===== src/design/bafd_pkg.sv =====
// ----------------------------------------------------------------------------
// bafd_pkg
// Shared sizes for the bitset all-different filter: domain count, value width,
// popcount width and the sort key layout.
// ----------------------------------------------------------------------------
`default_nettype none

package bafd_pkg;

  // domain storage and value range
  localparam int MAX_DOMAINS = 32;
  localparam int TARGET_BITS = 64;

  // field widths
  localparam int VALUE_W  = 64;
  localparam int DEGREE_W = 6;
  localparam int NSUM_W   = 12;
  localparam int PC_W     = 7;

  // derived widths: domain index, domain count (0..MAX_DOMAINS)
  localparam int IDX_W = $clog2(MAX_DOMAINS);
  localparam int CNT_W = $clog2(MAX_DOMAINS + 1);

  // tiebreak key and full sort key {popcount, degree, neighbour sum}
  localparam int TKEY_W = DEGREE_W + NSUM_W;
  localparam int SKEY_W = PC_W + TKEY_W;

  // only the low TARGET_BITS bits of a domain are kept
  localparam logic [VALUE_W-1:0] VALUE_MASK = {VALUE_W{1'b1}} >> (VALUE_W - TARGET_BITS);

endpackage

`default_nettype wire


===== src/design/bitset_all_different_filter_unit.sv =====
// ----------------------------------------------------------------------------
// bitset_all_different_filter_unit
// Counting all-different filter over bitset domains. Loads a set of domains,
// ranks them by popcount and tiebreak key, removes Hall-set values in that
// order, then returns every domain in load order with the verdict.
//
//   channel | signals                                     | dir | handshake
//   --------+---------------------------------------------+-----+-----------------
//   in      | domain_values, tiebreak_degree,             | in  | in_valid/in_stall
//           | tiebreak_neighbour_sum, last_domain         |     |
//   out     | filtered_values, filtered_count,            | out | out_valid/out_stall
//           | consistent, last_result                     |     |
//
// A request that is not last is stored while there is room. The last request of a set of n
// domains starts a pass of ranking (one compare per cycle against the key RAM),
// then scan and output, the output held while out_stall is high.
// in_stall is high for the whole pass. Reset returns to loading with an empty
// set; no memory clearing is needed.
// ----------------------------------------------------------------------------
`default_nettype none

module bitset_all_different_filter_unit (
  input  wire logic                              clk,
  input  wire logic                              rst,
  input  wire logic                              in_valid,
  output logic                                   in_stall,
  input  wire logic [bafd_pkg::VALUE_W-1:0]      domain_values,
  input  wire logic [bafd_pkg::DEGREE_W-1:0]     tiebreak_degree,
  input  wire logic [bafd_pkg::NSUM_W-1:0]       tiebreak_neighbour_sum,
  input  wire logic                              last_domain,
  output logic                                   out_valid,
  input  wire logic                              out_stall,
  output logic      [bafd_pkg::VALUE_W-1:0]      filtered_values,
  output logic      [bafd_pkg::PC_W-1:0]         filtered_count,
  output logic                                   consistent,
  output logic                                   last_result
);

  import bafd_pkg::*;

  typedef enum logic [11:0] {
    S_LOAD = 12'b0000_0000_0001,
    S_RI   = 12'b0000_0000_0010,
    S_RL   = 12'b0000_0000_0100,
    S_RJ   = 12'b0000_0000_1000,
    S_RW   = 12'b0000_0001_0000,
    S_SO   = 12'b0000_0010_0000,
    S_SD   = 12'b0000_0100_0000,
    S_SW   = 12'b0000_1000_0000,
    S_SC   = 12'b0001_0000_0000,
    S_EA   = 12'b0010_0000_0000,
    S_EB   = 12'b0100_0000_0000,
    S_EH   = 12'b1000_0000_0000
  } state_t;

  state_t             state;
  logic [CNT_W-1:0]   loaded;
  logic [CNT_W-1:0]   n_dom;
  logic [IDX_W-1:0]   idx;
  logic [IDX_W-1:0]   j;
  logic [IDX_W-1:0]   jd;
  logic               cv;
  logic [IDX_W-1:0]   rank;
  logic [SKEY_W-1:0]  ki;
  logic [IDX_W-1:0]   d;
  logic [VALUE_W-1:0] hall;
  logic [VALUE_W-1:0] uni;
  logic [CNT_W-1:0]   pend;
  logic               ok;

  logic               in_acc;
  logic               room;
  logic [VALUE_W-1:0] in_masked;
  logic [VALUE_W-1:0] pc_in;
  logic [PC_W-1:0]    pc_out;

  logic               dom_we;
  logic [IDX_W-1:0]   dom_waddr;
  logic [VALUE_W-1:0] dom_wdata;
  logic [IDX_W-1:0]   dom_raddr;
  logic [VALUE_W-1:0] dom_rdata;
  logic               key_we;
  logic [SKEY_W-1:0]  key_wdata;
  logic [IDX_W-1:0]   key_raddr;
  logic [SKEY_W-1:0]  key_rdata;
  logic [IDX_W-1:0]   ord_rdata;

  logic               idx_last;
  logic               j_last;
  logic               ahead;
  logic [IDX_W-1:0]   rank_next;
  logic [VALUE_W-1:0] work;
  logic [PC_W-1:0]    pend_ext;

  // input side
  assign in_stall  = (state != S_LOAD);
  assign in_acc    = in_valid && !in_stall;
  assign room      = (loaded < CNT_W'(MAX_DOMAINS));
  assign in_masked = domain_values & VALUE_MASK;

  // shared popcount input select
  always_comb begin
    case (state)
      S_LOAD:  pc_in = in_masked;
      S_SC:    pc_in = uni;
      default: pc_in = dom_rdata;
    endcase
  end

  bafd_popcount u_popcount (
    .value (pc_in),
    .count (pc_out)
  );

  // memory port control
  assign key_we    = in_acc && room;
  assign key_wdata = {pc_out, tiebreak_degree, tiebreak_neighbour_sum};
  assign key_raddr = (state == S_RJ) ? j : idx;

  assign work      = dom_rdata & ~hall;
  assign dom_we    = key_we || (state == S_SW);
  assign dom_waddr = (state == S_LOAD) ? loaded[IDX_W-1:0] : d;
  assign dom_wdata = (state == S_LOAD) ? in_masked : work;
  assign dom_raddr = (state == S_SD) ? ord_rdata : idx;

  bafd_ram #(.WIDTH(VALUE_W), .DEPTH(MAX_DOMAINS)) u_domain_ram (
    .clk   (clk),
    .we    (dom_we),
    .waddr (dom_waddr),
    .wdata (dom_wdata),
    .raddr (dom_raddr),
    .rdata (dom_rdata)
  );

  bafd_ram #(.WIDTH(SKEY_W), .DEPTH(MAX_DOMAINS)) u_key_ram (
    .clk   (clk),
    .we    (key_we),
    .waddr (loaded[IDX_W-1:0]),
    .wdata (key_wdata),
    .raddr (key_raddr),
    .rdata (key_rdata)
  );

  bafd_ram #(.WIDTH(IDX_W), .DEPTH(MAX_DOMAINS)) u_order_ram (
    .clk   (clk),
    .we    (state == S_RW),
    .waddr (rank_next),
    .wdata (idx),
    .raddr (idx),
    .rdata (ord_rdata)
  );

  // end-of-set tests
  assign idx_last = (CNT_W'(idx) + CNT_W'(1)) == n_dom;
  assign j_last   = (CNT_W'(j) + CNT_W'(1)) == n_dom;

  // domain jd is visited before domain idx
  always_comb begin
    logic [PC_W-1:0]   pj;
    logic [PC_W-1:0]   pi;
    logic [TKEY_W-1:0] tj;
    logic [TKEY_W-1:0] ti;
    pj = key_rdata[SKEY_W-1 -: PC_W];
    pi = ki[SKEY_W-1 -: PC_W];
    tj = key_rdata[TKEY_W-1:0];
    ti = ki[TKEY_W-1:0];
    if (pj != pi) begin
      ahead = (pj < pi);
    end else if (tj != ti) begin
      ahead = (tj > ti);
    end else begin
      ahead = (jd < idx);
    end
  end

  assign rank_next = rank + IDX_W'(cv && ahead);
  assign pend_ext  = PC_W'(pend);

  // sequencer
  always_ff @(posedge clk) begin
    if (rst) begin
      state     <= S_LOAD;
      loaded    <= '0;
      out_valid <= 1'b0;
      hall      <= '0;
      uni       <= '0;
      pend      <= '0;
      cv        <= 1'b0;
    end else begin
      case (state)
        // take domains until the last one of the set
        S_LOAD: begin
          if (in_acc) begin
            if (room) begin
              loaded <= loaded + CNT_W'(1);
            end
            if (last_domain) begin
              n_dom <= room ? loaded + CNT_W'(1) : loaded;
              idx   <= '0;
              state <= S_RI;
            end
          end
        end
        // rank: fetch key of domain idx
        S_RI: begin
          state <= S_RL;
        end
        S_RL: begin
          ki    <= key_rdata;
          j     <= '0;
          rank  <= '0;
          cv    <= 1'b0;
          state <= S_RJ;
        end
        // stream every key past the comparator
        S_RJ: begin
          rank <= rank_next;
          jd   <= j;
          cv   <= 1'b1;
          if (j_last) begin
            state <= S_RW;
          end else begin
            j <= j + IDX_W'(1);
          end
        end
        // last compare, place idx at its rank
        S_RW: begin
          cv <= 1'b0;
          if (idx_last) begin
            idx   <= '0;
            hall  <= '0;
            uni   <= '0;
            pend  <= '0;
            ok    <= 1'b1;
            state <= S_SO;
          end else begin
            idx   <= idx + IDX_W'(1);
            state <= S_RI;
          end
        end
        // scan: order entry, then domain
        S_SO: begin
          state <= S_SD;
        end
        S_SD: begin
          d     <= ord_rdata;
          state <= S_SW;
        end
        // strip Hall values and write back
        S_SW: begin
          if (work == '0) begin
            ok    <= 1'b0;
            idx   <= '0;
            state <= S_EA;
          end else begin
            uni   <= uni | work;
            pend  <= pend + CNT_W'(1);
            state <= S_SC;
          end
        end
        // union count against domains pending
        S_SC: begin
          if (pc_out < pend_ext) begin
            ok    <= 1'b0;
            idx   <= '0;
            state <= S_EA;
          end else begin
            if (pc_out == pend_ext) begin
              hall <= hall | uni;
              uni  <= '0;
              pend <= '0;
            end
            if (idx_last) begin
              idx   <= '0;
              state <= S_EA;
            end else begin
              idx   <= idx + IDX_W'(1);
              state <= S_SO;
            end
          end
        end
        // output in load order
        S_EA: begin
          state <= S_EB;
        end
        S_EB: begin
          filtered_values <= dom_rdata;
          filtered_count  <= pc_out;
          consistent      <= ok;
          last_result     <= idx_last;
          out_valid       <= 1'b1;
          state           <= S_EH;
        end
        S_EH: begin
          if (!out_stall) begin
            out_valid <= 1'b0;
            if (idx_last) begin
              loaded <= '0;
              state  <= S_LOAD;
            end else begin
              idx   <= idx + IDX_W'(1);
              state <= S_EA;
            end
          end
        end
        default: begin
          state <= S_LOAD;
        end
      endcase
    end
  end

endmodule

`default_nettype wire


===== src/design/bafd_ram.sv =====
// ----------------------------------------------------------------------------
// bafd_ram
// Generic single-write, single-read RAM with registered read data.
// ----------------------------------------------------------------------------
`default_nettype none

module bafd_ram #(
  parameter int WIDTH = 8,
  parameter int DEPTH = 32
) (
  input  wire logic                     clk,
  input  wire logic                     we,
  input  wire logic [$clog2(DEPTH)-1:0] waddr,
  input  wire logic [WIDTH-1:0]         wdata,
  input  wire logic [$clog2(DEPTH)-1:0] raddr,
  output logic      [WIDTH-1:0]         rdata
);

  logic [WIDTH-1:0] mem [DEPTH];

  // write port and registered read port
  always_ff @(posedge clk) begin
    if (we) begin
      mem[waddr] <= wdata;
    end
    rdata <= mem[raddr];
  end

endmodule

`default_nettype wire


===== src/design/bafd_popcount.sv =====
// ----------------------------------------------------------------------------
// bafd_popcount
// Shared population count unit: adder tree over one value word.
// ----------------------------------------------------------------------------
`default_nettype none

module bafd_popcount (
  input  wire logic [bafd_pkg::VALUE_W-1:0] value,
  output logic      [bafd_pkg::PC_W-1:0]    count
);

  import bafd_pkg::*;

  logic [1:0] s1 [32];
  logic [2:0] s2 [16];
  logic [3:0] s3 [8];
  logic [4:0] s4 [4];
  logic [5:0] s5 [2];

  // six levels of pairwise adds
  always_comb begin
    for (int a = 0; a < 32; a++) begin
      s1[a] = {1'b0, value[2*a]} + {1'b0, value[2*a+1]};
    end
    for (int b = 0; b < 16; b++) begin
      s2[b] = {1'b0, s1[2*b]} + {1'b0, s1[2*b+1]};
    end
    for (int c = 0; c < 8; c++) begin
      s3[c] = {1'b0, s2[2*c]} + {1'b0, s2[2*c+1]};
    end
    for (int e = 0; e < 4; e++) begin
      s4[e] = {1'b0, s3[2*e]} + {1'b0, s3[2*e+1]};
    end
    for (int f = 0; f < 2; f++) begin
      s5[f] = {1'b0, s4[2*f]} + {1'b0, s4[2*f+1]};
    end
    count = {1'b0, s5[0]} + {1'b0, s5[1]};
  end

endmodule

`default_nettype wire


===== config.mk =====
export PLATFORM = sky130hd
export DESIGN_NAME = bitset_all_different_filter_unit
export DESIGN_NICKNAME = d
export VERILOG_FILES = /design/src/design/bafd_pkg.sv /design/src/design/bitset_all_different_filter_unit.sv /design/src/design/bafd_ram.sv /design/src/design/bafd_popcount.sv
export SDC_FILE = /design/constraint.sdc
export NUM_CORES = 2
export LEC_CHECK = 0
export ABC_CLOCK_PERIOD_IN_PS = 12790
export BUFFER_PORTS_ARGS = -buffer_cell sky130_fd_sc_hd__buf_4
export CORE_MARGIN = 3
export CORE_UTILIZATION = 50
export CTS_BUF_LIST = sky130_fd_sc_hd__clkbuf_16
export CTS_CLUSTER_DIAMETER = 30
export DETAILED_ROUTE_END_ITERATION = 8
export PLACE_DENSITY = 0.66
export SYNTH_ARGS = -nofsm -noshare
export SYNTH_HDL_FRONTEND = slang
export SYNTH_SLANG_ARGS = --single-unit

===== constraint.sdc =====
create_clock -name clk -period 12.79 [get_ports clk]
set_input_delay 1.279 -clock clk [delete_from_list [all_inputs] [get_ports clk]]
set_output_delay 1.279 -clock clk [all_outputs]
set_load 0.01 [all_outputs]

==> results by stage <==
Clock tree:
- Buffers inserted during clock tree synthesis total ~570.
- TritonCTS built the clock tree.
- The worst-case clock buffer depth is 4.
- The quantity of gates resized following cts is 0.
- Clock-pin slew was measured on the worst setup and hold paths at 0.05 ns.
- The insertion delay of the later-clocked pin in the worst-skew pair is ~0.94 ns.
- The clock tree synthesis step divided the H-tree into 6 levels.
- The count of hold-fix buffers inserted at cts is 0.
- The number of setup buffers added after CTS is 0.
- In this run the clock root is driven by a sky130_fd_sc_hd__clkbuf_16.
- Clock tree synthesis found a total of between 3000 and 4000 sinks.

Synthesis:
- The netlist area before placement is between 0.1 and 0.15 sq mm.
- The portion of the post-synthesis area used by sequential elements is roughly 74%.
- The distinct cell type count of the synthesized netlist is between 80 and 90.
- The main combinational cell family by area after synthesis is simple AND/OR/NAND/NOR gates.
- Summing the areas of all compound-gate instances in the mapped netlist gives under 10% of the synthesized area.
- Synthesis inferred ~3400 register bits.
- Multiplexer cells account for ~2.7% of the synthesized area.
- The synthesized netlist net count is 9713.
- Summing the areas of all and, or, nand and nor instances in the mapped netlist gives between 10% and 20% of the synthesized area.
- For this run, asynchronously set or reset flops after synthesis account for 0%.
- After Yosys synthesis, XOR and XNOR cells account for less than 1% of the synthesized area.
- Of the total synthesized cell area, the portion taken by full adders, half adders and majority gates is between 1 and 1.5%.
- The synthesized design contains roughly 3100 enable-type register cells.
- For this run, the number of Yosys warnings is 0.
- The mean instance size in the synthesized netlist is about 14 sq um.
- The number of standard cells after synthesis is approximately 9500.
- In the synthesized netlist the dominant register cell turns out to be sky130_fd_sc_hd__edfxtp_1.

Floorplanning:
- The die extent in y is ~520 um.
- The die outline area is 0.273 sq mm.
- The horizontal die dimension is 523 um.
- The core region is roughly 0.27 sq mm.
- The number of primary I/O pins is roughly 160.
- The initialized floorplan defines roughly 190 standard-cell rows.
- Once the floorplan was initialized, standard cells occupied 50.3% of the core.

Finish:
- The library cells used most frequently in the layout, excluding fill and tap cells, are 3138 x sky130_fd_sc_hd__edfxtp_1, 1932 x sky130_fd_sc_hd__nand2_1, 581 x sky130_fd_sc_hd__clkbuf_16, 555 x sky130_fd_sc_hd__a21oi_1, 411 x sky130_fd_sc_hd__buf_4.
- In the final layout, the share of cells above drive strength 1 is between 10% and 20%.
- The net count of the finished layout is just over 10000.
- The area growth from synthesis to layout is 19.4%.
- The library cell used most frequently in the layout, excluding fill and tap cells, is sky130_fd_sc_hd__edfxtp_1.

Timing:
- The final count of pins violating max slew is 0.
- The relative max-transition margin is between 10 and 15%.
- The part of the cycle the worst path needs is a little under nine tenths.
- The top achievable clock speed is ~0.09 GHz.
- The routed design could run at a clock period as short as ~11 ns.
- Across the routed clock network, the largest skew measured is a little over 0.1 ns.
- Setup violations remaining at the end of the flow were counted as 0.
- The final hold violation count is 0.
- The actual slew at the worst max-slew pin is ~1.3 ns.
- In the final timing run, aggregate negative setup slack is 0 ns.
- Setup repair after global routing left no endpoint under its margin.
- The tightest hold path in the finished design has a slack of between 0.4 and 0.5 ns.

Global route:
- The via count of the first global-routing pass is 85700.
- For this run the aggregate overflow at the end of global routing stands at 0.
- The total track usage is around 31%.
- The number of antenna violations at the first check in global routing was 30.
- The first global-routing pass estimated between 600000 and 700000 um of wire.
- Entering global routing, the biggest net connects 215 pins.

Route:
- For this run, design rule violations remaining after detail routing come to 0.
- The count of nets left with antenna violations after detail routing is 0.
- The total number of vias is between 80000 and 90000.
- The met2 wire length is ~190000 um.
- Signal routing reaches up to met5.
- The number of DRC markers in iteration 0 is 14300.
- The average wire length per cell after detail routing is 31.0 um.
- The detailed-routed wire length on met3 is about 55000 um.
- The routed design has between 400000 and 500000 um of wire.
- The via density per instance is about 6.4.
- The routed metal-1 wire length is 163000 um.
- The first detailed-routing pass took 6 iterations.

Critical path:
- On the critical path, the stage with the largest delay is an instance of sky130_fd_sc_hd__a21o_2.
- The largest single stage delay on the critical path is 0.79 ns.
- The worst setup path is captured at a register.
- In this run the worst path has a maximum fanout of 40.
- The library cell appearing most often on the critical path is sky130_fd_sc_hd__fa_1.
- The worst setup path is launched from a register.
- The critical path class is register to register.
- STA puts the critical path data required time at ~14 ns.
- The data arrival at the endpoint of the critical path is 11.84 ns.

Placed design:
- The number of I/O port buffers is between 150 and 200.
- Summed over all nets, the half-perimeter wirelength after detailed placement is around 230000 um.
- Routability-driven placement finished with a final weighted congestion of 0.932.

Outcome:
- The flow ran to the end, and the final reports show no timing, DRC or antenna violations.

Flow run:
- Across the run, the number of max-cap violations was 0.

Hold path:
- The class of the tightest hold or removal check is register to register.
per-layer routing:
metal | global-route usage, % | vias up
li1 | - | 37100
met1 | 42.7 | 44800
met2 | 46.7 | 6104
met3 | 8.04 | 1053
met4 | 13.1 | 14
met5 | 0 | -
metrics by stage:
step | area (sq um) | setup WS (ns) | util [%] | instances
floorplan | 134000 | 2.52 | - | 9513
global placement | 140000 | 1.90 | 52.7 | 12800
detailed placement | 140000 | 1.91 | 52.7 | 12800
CTS | 159000 | 1.85 | 60.0 | 13900
global route | 159000 | 1.02 | 60.1 | 13900
finish | 160000 | 1.77 | 60.1 | 13900
cell families (layout without fill, tap and decap cells):
kind of cell | Yosys count | after routing
AO/OA/AOI/OAI | 1764 | 1764
multiplexers | 334 | 334
AND/OR/NAND/NOR | 3153 | 3153
flip-flops | 3386 | 3386
adder cells (fa/ha/maj) | 113 | 113
XOR/XNOR | 33 | 33
other | 0 | 17
buffers and inverters | 730 | 1583
cells in the mapped netlist, types with 6 or more instances:
library cell | count | share of area (%)
sky130_fd_sc_hd__edfxtp_1 | 3138 | 71
sky130_fd_sc_hd__buf_1 | 44 | 0.12
sky130_fd_sc_hd__a311oi_1 | 12 | 0.079
sky130_fd_sc_hd__a221oi_2 | 10 | 0.11
sky130_fd_sc_hd__nor2_1 | 227 | 0.64
sky130_fd_sc_hd__a22oi_1 | 46 | 0.26
sky130_fd_sc_hd__a2111oi_0 | 9 | 0.059
sky130_fd_sc_hd__or3_1 | 7 | 0.033
sky130_fd_sc_hd__nand3_1 | 397 | 1.5
sky130_fd_sc_hd__xnor2_1 | 19 | 0.12
sky130_fd_sc_hd__a21o_1 | 12 | 0.067
sky130_fd_sc_hd__o21ai_1 | 6 | 0.022
sky130_fd_sc_hd__o21a_1 | 9 | 0.051
sky130_fd_sc_hd__nand2b_1 | 76 | 0.36
sky130_fd_sc_hd__o21ai_0 | 114 | 0.43
sky130_fd_sc_hd__nor3_1 | 70 | 0.26
sky130_fd_sc_hd__a211oi_1 | 366 | 2.1
sky130_fd_sc_hd__nor4_1 | 40 | 0.19
sky130_fd_sc_hd__and4_1 | 10 | 0.066
sky130_fd_sc_hd__a21oi_1 | 556 | 2.1
sky130_fd_sc_hd__xor2_1 | 11 | 0.072
sky130_fd_sc_hd__nand4b_1 | 14 | 0.092
sky130_fd_sc_hd__nand4_1 | 93 | 0.44
sky130_fd_sc_hd__dfxtp_1 | 248 | 3.7
sky130_fd_sc_hd__o221ai_1 | 20 | 0.13
sky130_fd_sc_hd__o22ai_1 | 15 | 0.070
sky130_fd_sc_hd__mux2_2 | 15 | 0.13
sky130_fd_sc_hd__clkbuf_1 | 409 | 1.1
sky130_fd_sc_hd__and3_1 | 230 | 1.1
sky130_fd_sc_hd__a31oi_1 | 206 | 0.96
sky130_fd_sc_hd__mux2i_1 | 298 | 2.2
sky130_fd_sc_hd__nor2b_1 | 9 | 0.042
sky130_fd_sc_hd__fa_1 | 54 | 0.81
sky130_fd_sc_hd__o32ai_1 | 13 | 0.085
sky130_fd_sc_hd__ha_1 | 59 | 0.55
sky130_fd_sc_hd__inv_1 | 108 | 0.30
sky130_fd_sc_hd__a32oi_1 | 229 | 1.5
sky130_fd_sc_hd__nand2_1 | 1940 | 5.4
sky130_fd_sc_hd__buf_2 | 159 | 0.60
sky130_fd_sc_hd__mux4_2 | 20 | 0.34
sky130_fd_sc_hd__o211ai_1 | 29 | 0.16
sky130_fd_sc_hd__o31ai_1 | 76 | 0.43
sequential cells by signal (all words and copies together) (netlist names), 5 cells and up:
name / flops
j: 5
rank: 5
u_order_ram.rdata: 5
u_key_ram.mem: 800
d: 5
loaded: 6
u_key_ram.rdata: 25
filtered_count: 7
state: 12
pend: 6
u_domain_ram.rdata: 64
u_domain_ram.mem: 2048
idx: 5
jd: 5
u_order_ram.mem: 160
n_dom: 6
hall: 64
filtered_values: 64
uni: 64
ki: 25
final timing paths:
check	startpoint	endpoint	slack [ns]	depth (start not counted)
min	u_key_ram.rdata[20]	ki[20]	0.44	0
max reg2reg	state[4]	hall[34]	1.77	34
max	state[4]	hall[34]	1.77	34
min reg2reg	u_key_ram.rdata[20]	ki[20]	0.44	0
worst max-delay path: cells and delay by family, from the launching register on:
family	cells	cell delay, ns
buffers and inverters	8	1.52
adders and majority gates	11	5.04
AOI/OAI and AO/OA	7	1.60
xor gates and xnor gates	1	0.15
DFF	1	0.36
and+or+nand+nor	7	2.15
cell type report:
| type | instances | area (sq um) |
|---|---|---|
| diodes | 17 | 42.5 |
| clock buffers | 581 | 14500 |
| clock inverters | 468 | 4910 |
| fillers | 19600 | 106000 |
| inverters | 110 | 413 |
| multi-input cells | 5397 | 32700 |
| flip-flops and latches | 3386 | 99200 |
| well taps | 3533 | 4420 |
| repair buffers | 424 | 3330 |
Power is left out: the tool's default activity adds up to more than one toggle a clock period on the data nets, which glitch-free logic cannot reach.
